--- src/hdl/sdfw_pkg.sv ---
// ----------------------------------------------------------------------------
// sdfw_pkg
// Shared types and constants of the signed decimal digit frame writer.
// ----------------------------------------------------------------------------
package sdfw_pkg;

  localparam int MAX_DEVICES = 4;
  localparam int DIGIT_REGS  = 8;
  localparam int NUM_DIGITS  = 10;  // digits of the largest 32-bit magnitude
  localparam int BIN_W       = 32;
  localparam int QUEUE_DEPTH = 2;
  localparam int QPTR_W      = $clog2(QUEUE_DEPTH);

  localparam logic [7:0] MINUS_CODE = 8'h0A;
  localparam logic [7:0] POINT_BIT  = 8'h80;
  localparam logic [3:0] NOOP_ADDR  = 4'h0;
  localparam logic [7:0] NOOP_DATA  = 8'h00;

  typedef enum logic [1:0] {
    F_IDLE,
    F_CONV,
    F_PUSH
  } front_state_t;

  typedef enum logic {
    B_IDLE,
    B_RUN
  } back_state_t;

  // One classified item, ready to be written out as frames.
  typedef struct packed {
    logic [1:0]                 tgt;
    logic [2:0]                 start;
    logic [7:0]                 pidx;
    logic [3:0]                 ndig;   // decimal digits, 1..10
    logic [3:0]                 nw;     // register writes that fit, 1..8
    logic                       ovf;
    logic [NUM_DIGITS-1:0][3:0] digits;
  } job_t;

  typedef struct packed {
    logic       item_last;
    logic       overflow;
    logic       frame_last;
    logic [7:0] reg_data;
    logic [3:0] reg_address;
    logic [1:0] chain_slot;
  } out_word_t;

endpackage

--- src/hdl/sdfw_front.sv ---
// ----------------------------------------------------------------------------
// sdfw_front
// Accepts an item, converts the magnitude to BCD by shift-and-add-3 and
// works out how many register writes fit before queueing the job.
// ----------------------------------------------------------------------------
module sdfw_front (
  input  logic                clk,
  input  logic                rst_n,
  input  logic                in_valid,
  output logic                in_ready,
  input  logic [1:0]          in_target_device,
  input  logic [2:0]          in_start_digit,
  input  logic [31:0]         in_number,
  input  logic [7:0]          in_point_index,
  output logic                q_push,
  output sdfw_pkg::job_t      q_job,
  input  logic                q_full
);

  sdfw_pkg::front_state_t state_r, state_nxt;

  logic [4:0]                           bit_cnt_r, bit_cnt_nxt;
  logic [sdfw_pkg::BIN_W-1:0]           bin_r, bin_nxt;
  logic [sdfw_pkg::NUM_DIGITS-1:0][3:0] bcd_r, bcd_nxt;
  logic [sdfw_pkg::NUM_DIGITS-1:0][3:0] bcd_adj;
  logic [1:0]                           tgt_r;
  logic [2:0]                           start_r;
  logic [7:0]                           pidx_r;
  logic                                 neg_r;

  logic       accept;
  logic [3:0] ndig;
  logic [3:0] total;
  logic [3:0] room;

  assign in_ready = (state_r == sdfw_pkg::F_IDLE);
  assign accept   = in_valid && in_ready;

  always_ff @(posedge clk) begin
    if (!rst_n) begin
      state_r <= sdfw_pkg::F_IDLE;
    end else begin
      state_r <= state_nxt;
    end
  end

  always_comb begin
    state_nxt = state_r;
    q_push    = 1'b0;
    unique case (state_r)
      sdfw_pkg::F_IDLE: begin
        if (in_valid) state_nxt = sdfw_pkg::F_CONV;
      end
      sdfw_pkg::F_CONV: begin
        if (bit_cnt_r == 5'(sdfw_pkg::BIN_W - 1)) state_nxt = sdfw_pkg::F_PUSH;
      end
      sdfw_pkg::F_PUSH: begin
        if (!q_full) begin
          q_push    = 1'b1;
          state_nxt = sdfw_pkg::F_IDLE;
        end
      end
      default: state_nxt = sdfw_pkg::F_IDLE;
    endcase
  end

  // Digits of five or more get 3 added before the shift so they carry
  // correctly into the next decade.
  always_comb begin
    for (int i = 0; i < sdfw_pkg::NUM_DIGITS; i++) begin
      bcd_adj[i] = (bcd_r[i] >= 4'd5) ? bcd_r[i] + 4'd3 : bcd_r[i];
    end
  end

  always_comb begin
    bit_cnt_nxt = bit_cnt_r;
    bin_nxt     = bin_r;
    bcd_nxt     = bcd_r;
    if (accept) begin
      bit_cnt_nxt = '0;
      bin_nxt     = in_number[31] ? (~in_number + 32'd1) : in_number;
      bcd_nxt     = '0;
    end else if (state_r == sdfw_pkg::F_CONV) begin
      bit_cnt_nxt = bit_cnt_r + 5'd1;
      bcd_nxt     = {bcd_adj[sdfw_pkg::NUM_DIGITS-1][2:0],
                     bcd_adj[sdfw_pkg::NUM_DIGITS-2:0],
                     bin_r[sdfw_pkg::BIN_W-1]};
      bin_nxt     = {bin_r[sdfw_pkg::BIN_W-2:0], 1'b0};
    end
  end

  always_ff @(posedge clk) begin
    bit_cnt_r <= bit_cnt_nxt;
    bin_r     <= bin_nxt;
    bcd_r     <= bcd_nxt;
    if (accept) begin
      tgt_r   <= in_target_device;
      start_r <= in_start_digit;
      pidx_r  <= in_point_index;
      neg_r   <= in_number[31];
    end
  end

  // The highest nonzero digit sets the digit count; zero still shows one digit.
  always_comb begin
    ndig = 4'd1;
    for (int i = 1; i < sdfw_pkg::NUM_DIGITS; i++) begin
      if (bcd_r[i] != 4'd0) ndig = 4'(i + 1);
    end
  end

  assign total = ndig + {3'd0, neg_r};
  assign room  = 4'(sdfw_pkg::DIGIT_REGS) - {1'b0, start_r};

  always_comb begin
    q_job        = '0;
    q_job.tgt    = tgt_r;
    q_job.start  = start_r;
    q_job.pidx   = pidx_r;
    q_job.ndig   = ndig;
    q_job.nw     = (total < room) ? total : room;
    q_job.ovf    = (total > room);
    q_job.digits = bcd_r;
  end

endmodule

--- src/hdl/sdfw_queue.sv ---
// ----------------------------------------------------------------------------
// sdfw_queue
// Short job queue between the converter and the frame sequencer.
// ----------------------------------------------------------------------------
module sdfw_queue (
  input  logic           clk,
  input  logic           rst_n,
  input  logic           push,
  input  sdfw_pkg::job_t push_job,
  output logic           full,
  input  logic           pop,
  output sdfw_pkg::job_t pop_job,
  output logic           empty
);

  sdfw_pkg::job_t                 entries_r [sdfw_pkg::QUEUE_DEPTH];
  logic [sdfw_pkg::QPTR_W-1:0]    wr_ptr_r, rd_ptr_r;
  logic [sdfw_pkg::QPTR_W:0]      count_r;
  logic                           do_push, do_pop;

  assign full    = (count_r == (sdfw_pkg::QPTR_W + 1)'(sdfw_pkg::QUEUE_DEPTH));
  assign empty   = (count_r == '0);
  assign do_push = push && !full;
  assign do_pop  = pop && !empty;
  assign pop_job = entries_r[rd_ptr_r];

  always_ff @(posedge clk) begin
    if (!rst_n) begin
      wr_ptr_r <= '0;
      rd_ptr_r <= '0;
      count_r  <= '0;
    end else begin
      if (do_push) wr_ptr_r <= wr_ptr_r + 1'b1;
      if (do_pop)  rd_ptr_r <= rd_ptr_r + 1'b1;
      count_r <= count_r + {{sdfw_pkg::QPTR_W{1'b0}}, do_push}
                         - {{sdfw_pkg::QPTR_W{1'b0}}, do_pop};
    end
  end

  always_ff @(posedge clk) begin
    if (do_push) entries_r[wr_ptr_r] <= push_job;
  end

endmodule

--- src/hdl/sdfw_back.sv ---
// ----------------------------------------------------------------------------
// sdfw_back
// Walks a queued job write by write and slot by slot, producing one chain
// word per beat.
// ----------------------------------------------------------------------------
module sdfw_back (
  input  logic                 clk,
  input  logic                 rst_n,
  input  logic [2:0]           device_count,
  input  logic                 q_empty,
  input  sdfw_pkg::job_t       q_job,
  output logic                 q_pop,
  output logic                 out_valid,
  input  logic                 out_ready,
  output sdfw_pkg::out_word_t  out_word
);

  sdfw_pkg::back_state_t state_r, state_nxt;
  sdfw_pkg::job_t        job_r;
  logic [2:0]            k_r, k_nxt;
  logic [1:0]            slot_r, slot_nxt;

  logic [2:0] cnt_eff;
  logic       slot_end, write_end, beat, hit, in_digits, has_point;
  logic [3:0] digit;

  // A count of zero behaves as one device, anything too large as the maximum.
  always_comb begin
    if (device_count == 3'd0) begin
      cnt_eff = 3'd1;
    end else if (device_count > 3'(sdfw_pkg::MAX_DEVICES)) begin
      cnt_eff = 3'(sdfw_pkg::MAX_DEVICES);
    end else begin
      cnt_eff = device_count;
    end
  end

  assign out_valid = (state_r == sdfw_pkg::B_RUN);
  assign beat      = out_valid && out_ready;
  assign slot_end  = ({1'b0, slot_r} == cnt_eff - 3'd1);
  assign write_end = ({1'b0, k_r} == job_r.nw - 4'd1);

  always_ff @(posedge clk) begin
    if (!rst_n) begin
      state_r <= sdfw_pkg::B_IDLE;
    end else begin
      state_r <= state_nxt;
    end
  end

  always_comb begin
    state_nxt = state_r;
    q_pop     = 1'b0;
    k_nxt     = k_r;
    slot_nxt  = slot_r;
    unique case (state_r)
      sdfw_pkg::B_IDLE: begin
        if (!q_empty) begin
          q_pop     = 1'b1;
          k_nxt     = '0;
          slot_nxt  = '0;
          state_nxt = sdfw_pkg::B_RUN;
        end
      end
      sdfw_pkg::B_RUN: begin
        if (beat) begin
          if (slot_end) begin
            slot_nxt = '0;
            if (write_end) begin
              state_nxt = sdfw_pkg::B_IDLE;
            end else begin
              k_nxt = k_r + 3'd1;
            end
          end else begin
            slot_nxt = slot_r + 2'd1;
          end
        end
      end
      default: state_nxt = sdfw_pkg::B_IDLE;
    endcase
  end

  always_ff @(posedge clk) begin
    k_r    <= k_nxt;
    slot_r <= slot_nxt;
    if (q_pop) job_r <= q_job;
  end

  // A slot past the end of the chain never matches, so an out-of-range
  // target yields frames of no-ops only.
  assign hit       = (slot_r == job_r.tgt);
  assign in_digits = ({1'b0, k_r} < job_r.ndig);
  assign digit     = job_r.digits[{1'b0, k_r}];
  assign has_point = (job_r.pidx == {5'd0, k_r});

  always_comb begin
    out_word            = '0;
    out_word.chain_slot = slot_r;
    out_word.frame_last = slot_end;
    out_word.item_last  = slot_end && write_end;
    out_word.overflow   = job_r.ovf;
    if (hit) begin
      out_word.reg_address = {1'b0, job_r.start} + 4'd1 + {1'b0, k_r};
      if (in_digits) begin
        out_word.reg_data = {4'd0, digit} | (has_point ? sdfw_pkg::POINT_BIT : 8'h00);
      end else begin
        out_word.reg_data = sdfw_pkg::MINUS_CODE;
      end
    end else begin
      out_word.reg_address = sdfw_pkg::NOOP_ADDR;
      out_word.reg_data    = sdfw_pkg::NOOP_DATA;
    end
  end

endmodule

--- src/hdl/signed_decimal_digit_frame_writer.sv ---
// ----------------------------------------------------------------------------
// signed_decimal_digit_frame_writer
// Turns a signed value into digit register writes framed for a driver chain.
// ----------------------------------------------------------------------------
// Input beat: a target device, start digit, signed 32-bit number and point
// position. Each decimal digit of the magnitude, least significant first,
// becomes one register write to start_digit + 1 + k, with bit 7 set on the
// pointed digit; a negative value adds a minus code. Writes past digit
// register 8 are dropped and flagged on every beat of the item.
// Every write goes out as one frame of device_count beats (0 counts as 1,
// above 4 as 4), slot 0 first; the target slot carries the write and all
// other slots carry a no-op.
// Flow: the converter accepts an item, runs 32 shift-and-add steps and pushes
// the job. The sequencer sends writes x device_count beats, up to 32, then
// fetches the next job. A two-entry job queue lets the two run concurrently.
// Reset clears both engines and the queue and sets device_count to 1.
// When the receiver stalls, the current beat is held, the queue fills, and
// in_tready then stays low until a queue entry frees up.
// ----------------------------------------------------------------------------
module signed_decimal_digit_frame_writer (
  input  logic        clk,
  input  logic        rst_n,
  input  logic        cfg_wen,
  input  logic [2:0]  cfg_wdata,     // device_count
  input  logic        in_tvalid,
  output logic        in_tready,
  // target_device[1:0], start_digit[4:2], number[36:5], point_index[44:37]
  input  logic [47:0] in_tdata,
  output logic        out_tvalid,
  input  logic        out_tready,
  // chain_slot[1:0], reg_address[5:2], reg_data[13:6], frame_last[14]
  output logic [15:0] out_tdata,
  output logic        out_tlast,     // item_last
  output logic [0:0]  out_tuser      // overflow
);

  logic [2:0]          device_count_r;
  logic                q_push, q_full, q_pop, q_empty;
  sdfw_pkg::job_t      push_job, pop_job;
  sdfw_pkg::out_word_t word;

  always_ff @(posedge clk) begin
    if (!rst_n) begin
      device_count_r <= 3'd1;
    end else if (cfg_wen) begin
      device_count_r <= cfg_wdata;
    end
  end

  sdfw_front u_front (
    .clk              (clk),
    .rst_n            (rst_n),
    .in_valid         (in_tvalid),
    .in_ready         (in_tready),
    .in_target_device (in_tdata[1:0]),
    .in_start_digit   (in_tdata[4:2]),
    .in_number        (in_tdata[36:5]),
    .in_point_index   (in_tdata[44:37]),
    .q_push           (q_push),
    .q_job            (push_job),
    .q_full           (q_full)
  );

  sdfw_queue u_queue (
    .clk      (clk),
    .rst_n    (rst_n),
    .push     (q_push),
    .push_job (push_job),
    .full     (q_full),
    .pop      (q_pop),
    .pop_job  (pop_job),
    .empty    (q_empty)
  );

  sdfw_back u_back (
    .clk          (clk),
    .rst_n        (rst_n),
    .device_count (device_count_r),
    .q_empty      (q_empty),
    .q_job        (pop_job),
    .q_pop        (q_pop),
    .out_valid    (out_tvalid),
    .out_ready    (out_tready),
    .out_word     (word)
  );

  assign out_tdata = {1'b0, word.frame_last, word.reg_data, word.reg_address, word.chain_slot};
  assign out_tlast = word.item_last;
  assign out_tuser = word.overflow;

endmodule

--- config.mk ---
export PLATFORM = sky130hd
export DESIGN_NAME = signed_decimal_digit_frame_writer
export DESIGN_NICKNAME = d
export VERILOG_FILES = /design/src/hdl/sdfw_pkg.sv /design/src/hdl/sdfw_front.sv /design/src/hdl/sdfw_queue.sv /design/src/hdl/sdfw_back.sv /design/src/hdl/signed_decimal_digit_frame_writer.sv
export SDC_FILE = /design/constraint.sdc
export NUM_CORES = 1
export LEC_CHECK = 0
export ABC_AREA = 1
export BUFFER_PORTS_ARGS = -buffer_cell sky130_fd_sc_hd__buf_2
export CORE_MARGIN = 10
export CORE_UTILIZATION = 25
export DETAILED_ROUTE_END_ITERATION = 7
export PLACE_DENSITY = 0.41
export SLEW_MARGIN = 20
export SYNTH_ARGS = -nofsm -noshare
export SYNTH_HDL_FRONTEND = slang
export SYNTH_HIERARCHICAL = 1
export SYNTH_SLANG_ARGS = --single-unit
--- constraint.sdc ---
create_clock -name clk -period 8.75 [get_ports clk]
set_input_delay 1.3125 -clock clk [delete_from_list [all_inputs] [get_ports clk]]
set_output_delay 1.3125 -clock clk [all_outputs]
set_load 0.1 [all_outputs]
==> metrics.yaml, run 1 <==
final_antenna_net_count: 0
drtPass1Iterations: 4
ioPinCount: 76
powerDensity_nw_per_um2: 200
setup_tns_ps: 0
worstSetupPathType: "reg -> out"
cap_violations: 0
path_clk_slew_ps: 60
grt_pass1_wl_mm: 45.4
ir_worst_vdd_v: 0.000108
ctsHoldBuffers: 0
area_growth_pct: 16.1
yosysWarnings: 6
synth_cells: 1179
rsz0062_at_grt: "false"
clock_latency_ps: 540
worst_setup_path_start_kind: "flip-flop"
layout-drive-gt1-share_pct: 17.8
postCtsResizedCells: 0
slew_headroom_pct: 33.1
r2r_slack_ps: 5310
clock_sinks: 269
clock.fmax_ghz: 0.239
antenna_found_initial: 0
num_rows: 82
cts_tree: "built"
avgSynthCellArea_um2: 10.9
drc: 0
hold_slack_ps: 442
clock-root-buffer: "clkbuf_16"
syn_area_um2: 12800
wl_per_cell_um: 14.6
use_met2_pct: 15.2
setup_viol: 0
period_needed_ps: 4180
gp_congestion: 0.757
hold_viol: 0
diodes: 0
crit_arrival_ps: 2870
grt_usage_pct: 9.40
portBuffers: 68
worstPathMaxFanout: 14
via_per_inst: 4.23
drt_wl_total_mm: 28.5
top_usage_layer: "met2"
cts_setup_buffers: 0
finalMaxSlewViolations: 0
dr_total_vias: 8266
die-height_um: 247
worstPathRequired_ps: 7440
clk_path_buf_depth: 3
grt_pass1_vias: 8342
nNetsFinal: 1356
cts_made_buffers: 34
coreArea_um2: 50500
status: "complete, no violations"
initial_utilization_pct: 25.4
p_leak_nw: 5.82
die_w_um: 247
worst_slew_pin_slew_ps: 1000
endpoint_kind: "output port"
skew_ps: 14.2
fillCellCount: 5244
grt_use_met3_pct: 2.20
timing.final.crit_share_pct: 47.8
drt-initial-drc-count: 403
htreeDepth: 2
dieArea_um2: 60800
hp-class: "reg -> reg"
grt_max_degree: 57
overflow: 0
use_met1_pct: 12.2
dp_hpwl_mm: 18.5
## worst paths after layout
kind / start / endpoint / depth (start not counted)
setup / recovery: u_back/k_r[1] / out_tdata[4] / 5
hold / removal: u_front/pidx_r[3] / u_queue/entries_r[0][52] / 0
setup reg to reg: u_front/q_job[8] / u_queue/entries_r[1][43] / 21
hold reg to reg: u_front/pidx_r[3] / u_queue/entries_r[0][52] / 0
## worst max-delay path, stage by stage, from the launching register on
cell	delay, ps
edfxtp_1	820
inv_2	300
fa_1	470
xor2_1	150
nor2_1	130
buf_2	450
## state kept, by name, indices dropped and copies added, names as in the netlist, named ones only
name / count
u_back/k_r: 3
u_front/neg_r: 1
u_front/state_r: 2
u_queue/count_r: 2
u_queue/wr_ptr_r: 1
u_front/bit_cnt_r: 5
u_front/pidx_r: 8
u_back/out_word: 1
u_back/out_valid: 1
u_front/bin_r: 32
device_count_r: 3
u_queue/rd_ptr_r: 1
u_front/start_r: 3
u_back/job_r: 53
u_queue/entries_r: 108
u_front/q_job: 40
u_front/tgt_r: 2
u_back/slot_r: 2
## area by class of cell
type                    count  area [um^2]  area share [%]
inverters                 126          474            3.18
clock buffers              48          985            6.61
clock inverters            14          139           0.933
well taps                 672          841            5.65
repair buffers             77          408            2.74
flip-flops and latches    269         7520            50.5
multi-input cells         748         4530            30.4
## through the flow
stage | total power, mW | utilization, % | instance area, um^2 | cells | setup slack (ps)
after floorplan | 1.57 | - | 12800 | 1181 | 4440
after global placement | 1.62 | 27.3 | 13800 | 1892 | 5050
after detailed placement | 1.62 | 27.3 | 13800 | 1892 | 5050
after CTS | 3.04 | 29.5 | 14900 | 1954 | 4450
after global routing | 3.11 | 29.5 | 14900 | 1954 | 4380
final | 2.98 | 29.5 | 14900 | 1954 | 4570
## power by group
group	switching, mW	internal (mW)	total, mW
Sequential	0.0146	1.41	1.43
Clock	0.557	0.826	1.38
Combinational	0.118	0.0495	0.167
## placed cells by master, fill, tap and decap left out, types with 2 or more instances in the layout
| cell | n |
|---|---|
| nand2_1 | 222 |
| edfxtp_1 | 213 |
| inv_1 | 116 |
| nand3_1 | 100 |
| nor2_1 | 88 |
| buf_2 | 68 |
| o21ai_0 | 57 |
| dfxtp_1 | 55 |
| mux2_4 | 52 |
| ha_1 | 43 |
| o21ai_1 | 38 |
| clkbuf_16 | 35 |
| a21oi_1 | 34 |
| xor2_1 | 20 |
| xnor2_1 | 12 |
| nor2_2 | 11 |
| nand4_1 | 11 |
| buf_4 | 9 |
| inv_2 | 9 |
| nor2_4 | 9 |
| clkbuf_1 | 7 |
| clkbuf_8 | 6 |
| clkinv_1 | 5 |
| or2_2 | 5 |
| o211ai_1 | 5 |
| nor3_1 | 5 |
| nand2_2 | 5 |
| conb_1 | 4 |
| a31oi_1 | 4 |
| o22ai_1 | 4 |
| clkinv_2 | 3 |
| nand3b_1 | 3 |
| inv_16 | 2 |
| clkinvlp_4 | 2 |
| o21ai_2 | 2 |
| o21bai_1 | 2 |
| and2_1 | 2 |
| o21a_1 | 2 |
| mux2_2 | 2 |
## routing by layer
| layer | vias up | wire [um] |
|---|---|---|
| li1 | 4183 | - |
| met1 | 3916 | 13800 |
| met2 | 132 | 12800 |
| met3 | 35 | 1320 |
| met4 | 0 | 527 |
| met5 | - | 0 |
Note: power is estimated with default switching activity, not from simulation.
==> inputs of run 2 (changes only) <==
PLACE_DENSITY = 0.43   (was 0.41)
clock period = 3.6 ns   (was 8.75 ns; I/O delays follow)
==> run 2 against run 1 <==
Clock-buffer cell count fell by 13; total power rose by 130%; worst hold slack got worse by 300 ps; routed wire length fell by 1.8%; design area fell by 0.24%; global-route usage fell by 0.37 points; via count fell by 0.86%; die area did not move; critical path type is now reg -> reg.
==> metrics.yaml, run 2 (synthesis results as in run 1) <==
timing.final.crit_share_pct: 89.5
drc: 0  # unchanged
worst_setup_path_start_kind: "flip-flop"
clock_sinks: 269  # unchanged
ioPinCount: 76  # unchanged
worstPathRequired_ps: 3910  # -3530 ps
p_leak_nw: 5.82  # about the same
p_comb_share_pct: 6.0  # +0.4 points
final_common_cell: "nand2_1"
seqPwrFrac_pct: 49.7  # +1.8 points
antenna_found_initial: 0  # unchanged
cts_tree: "built"
num_rows: 82  # unchanged
hp-class: "in -> reg"
critical_path.cell_chain: "inv_1 > ha_1 > nand3_1 > inv_1 > o21bai_1 > nand2_1 > nand2_1 > nand2_1 > nand2_1 > a21oi_2 > ha_1 > ha_1 > xor2_1 > inv_1 > ha_1 > nand2_1 > inv_1 > o21ai_0 > nand3_1 > inv_1 > nor2_1 > o21bai_1"
layout-drive-gt1-share_pct: 18.2  # +0.42 points
largest_reg_flops: 108  # unchanged
dr_total_vias: 8195  # -0.86%
drt_wl_total_mm: 28.0  # -1.8%
portBuffers: 68  # unchanged
finalMaxSlewViolations: 0  # unchanged
initial_utilization_pct: 25.4  # unchanged
setup_viol: 0  # unchanged
die-height_um: 247  # unchanged
grt_max_degree: 57  # unchanged
clock_latency_ps: 570  # +30 ps
cp_slowest_cell: "dfxtp_1"
p_int_mw: 5.41  # +140%
worstPathMaxFanout: 5  # -9
status: "complete, no violations"
final_antenna_net_count: 0  # unchanged
path_clk_slew_ps: 60  # about the same
switchingPower_mw: 1.57  # +130%
hold_viol: 0  # unchanged
period_needed_ps: 3220
drtPass1Iterations: 5  # +1
diodes: 0  # unchanged
grt_usage_pct: 9.03  # -0.37 points
utilization_pct: 29.4  # -0.069 points
powerDensity_nw_per_um2: 469  # +130%
gp_congestion: 0.792  # +4.7%
grt_pass1_wl_mm: 44.4  # -2.4%
clock.fmax_ghz: 0.310
path_delay_family: "adder cells"
worst_slew_pin_slew_ps: 782  # -220 ps
grt_pass1_vias: 8269  # -0.88%
path_buf_inv: 5  # +3
setup_tns_ps: 0  # unchanged
dieArea_um2: 60800  # unchanged
coreArea_um2: 50500  # unchanged
nNetsFinal: 1357  # +0.074%
ir_worst_vdd_v: 0.000321  # +200%
cap_violations: 0  # unchanged
pwr-share-clk_pct: 44.4  # -2.1 points
worst_path_largest_cell_delay_ps: 390  # -430 ps
via_per_inst: 4.20  # -0.76%
endpoint_kind: "flip-flop"
worstSetupPathType: "reg -> reg"
dp_hpwl_mm: 19.0  # +2.5%
die_w_um: 247  # unchanged
rsz0062_at_grt: "false"
htreeDepth: 1  # -1
clock-root-buffer: "clkbuf_16"
clk_path_buf_depth: 3  # unchanged
crit_arrival_ps: 3530  # +660 ps
regMostFlops: "u_queue/entries_r"
wl_per_cell_um: 14.3  # -1.7%
area_growth_pct: 15.8
layout_common_cells: "222 x nand2_1, 213 x edfxtp_1, 116 x inv_1"
overflow: 0  # unchanged
drt-initial-drc-count: 467  # +16%
slew_headroom_pct: 47.9  # +15 points
cts_made_buffers: 29  # -15%
skew_ps: 18.1  # +3.83 ps
switching_share_pct: 22.5  # -0.69 points
[run 2: metal layers]
metal	vias to the layer above	GRT usage, %	wire, um
li1	4163	-	-
met1	3860	11.9	13500
met2	132	14.5	12500
met3	40	1.95	1290
met4	0	2.69	684
met5	-	0	0
[run 2: repair_timing]
action,CTS,global route
hold buffers,0,0
hold endpoints to repair,0,0
gates resized for setup,0,4
setup buffers,0,1
endpoints found under the setup margin,0,6
[run 2: final cells by class]
| class | count | area, um^2 |
|---|---|---|
| Fill cell | 5262 | 35600 |
| Sequential cell | 269 | 7520 |
| Multi-Input combinational cell | 748 | 4530 |
| Tap cell | 672 | 841 |
| Clock buffer | 35 | 748 |
| Timing Repair Buffer | 83 | 503 |
| Inverter | 126 | 473 |
| Clock inverter | 19 | 239 |
[run 2: metrics by stage]
stage | setup slack, ps | cell area (um^2) | instances | hold WS, ps | power [mW]
3_3_place_gp | 287 | 13900 | 1897 | 425 | 3.94
5_1_grt | 46.9 | 14900 | 1952 | 112 | 7.28
6_report | 378 | 14900 | 1952 | 146 | 6.97
4_1_cts | 233 | 14800 | 1951 | 111 | 7.10
2_1_floorplan | 89.4 | 12800 | 1181 | 421 | 3.81
3_5_place_dp | 238 | 13900 | 1897 | 432 | 3.95
[run 2: path summary, 6_finish.rpt]
path                          start                  endpoint  slack (ps)  cells after the start
setup / recovery   u_front/q_job[5]  u_queue/entries_r[0][43]         380                     22
hold / removal         in_tdata[39]         u_front/pidx_r[2]         150                      1
setup reg to reg   u_front/q_job[5]  u_queue/entries_r[0][43]         380                     22
hold reg to reg   u_front/pidx_r[2]  u_queue/entries_r[1][51]         450                      0
[run 2: power groups by stage]
stage / Sequential, mW / Combinational, mW / Clock, mW
2_1_floorplan: 3.52 / 0.291 / 0
3_3_place_gp: 3.53 / 0.414 / 0
3_5_place_dp: 3.53 / 0.418 / 0
4_1_cts: 3.46 / 0.419 / 3.21
5_1_grt: 3.47 / 0.470 / 3.33
6_report: 3.46 / 0.416 / 3.09
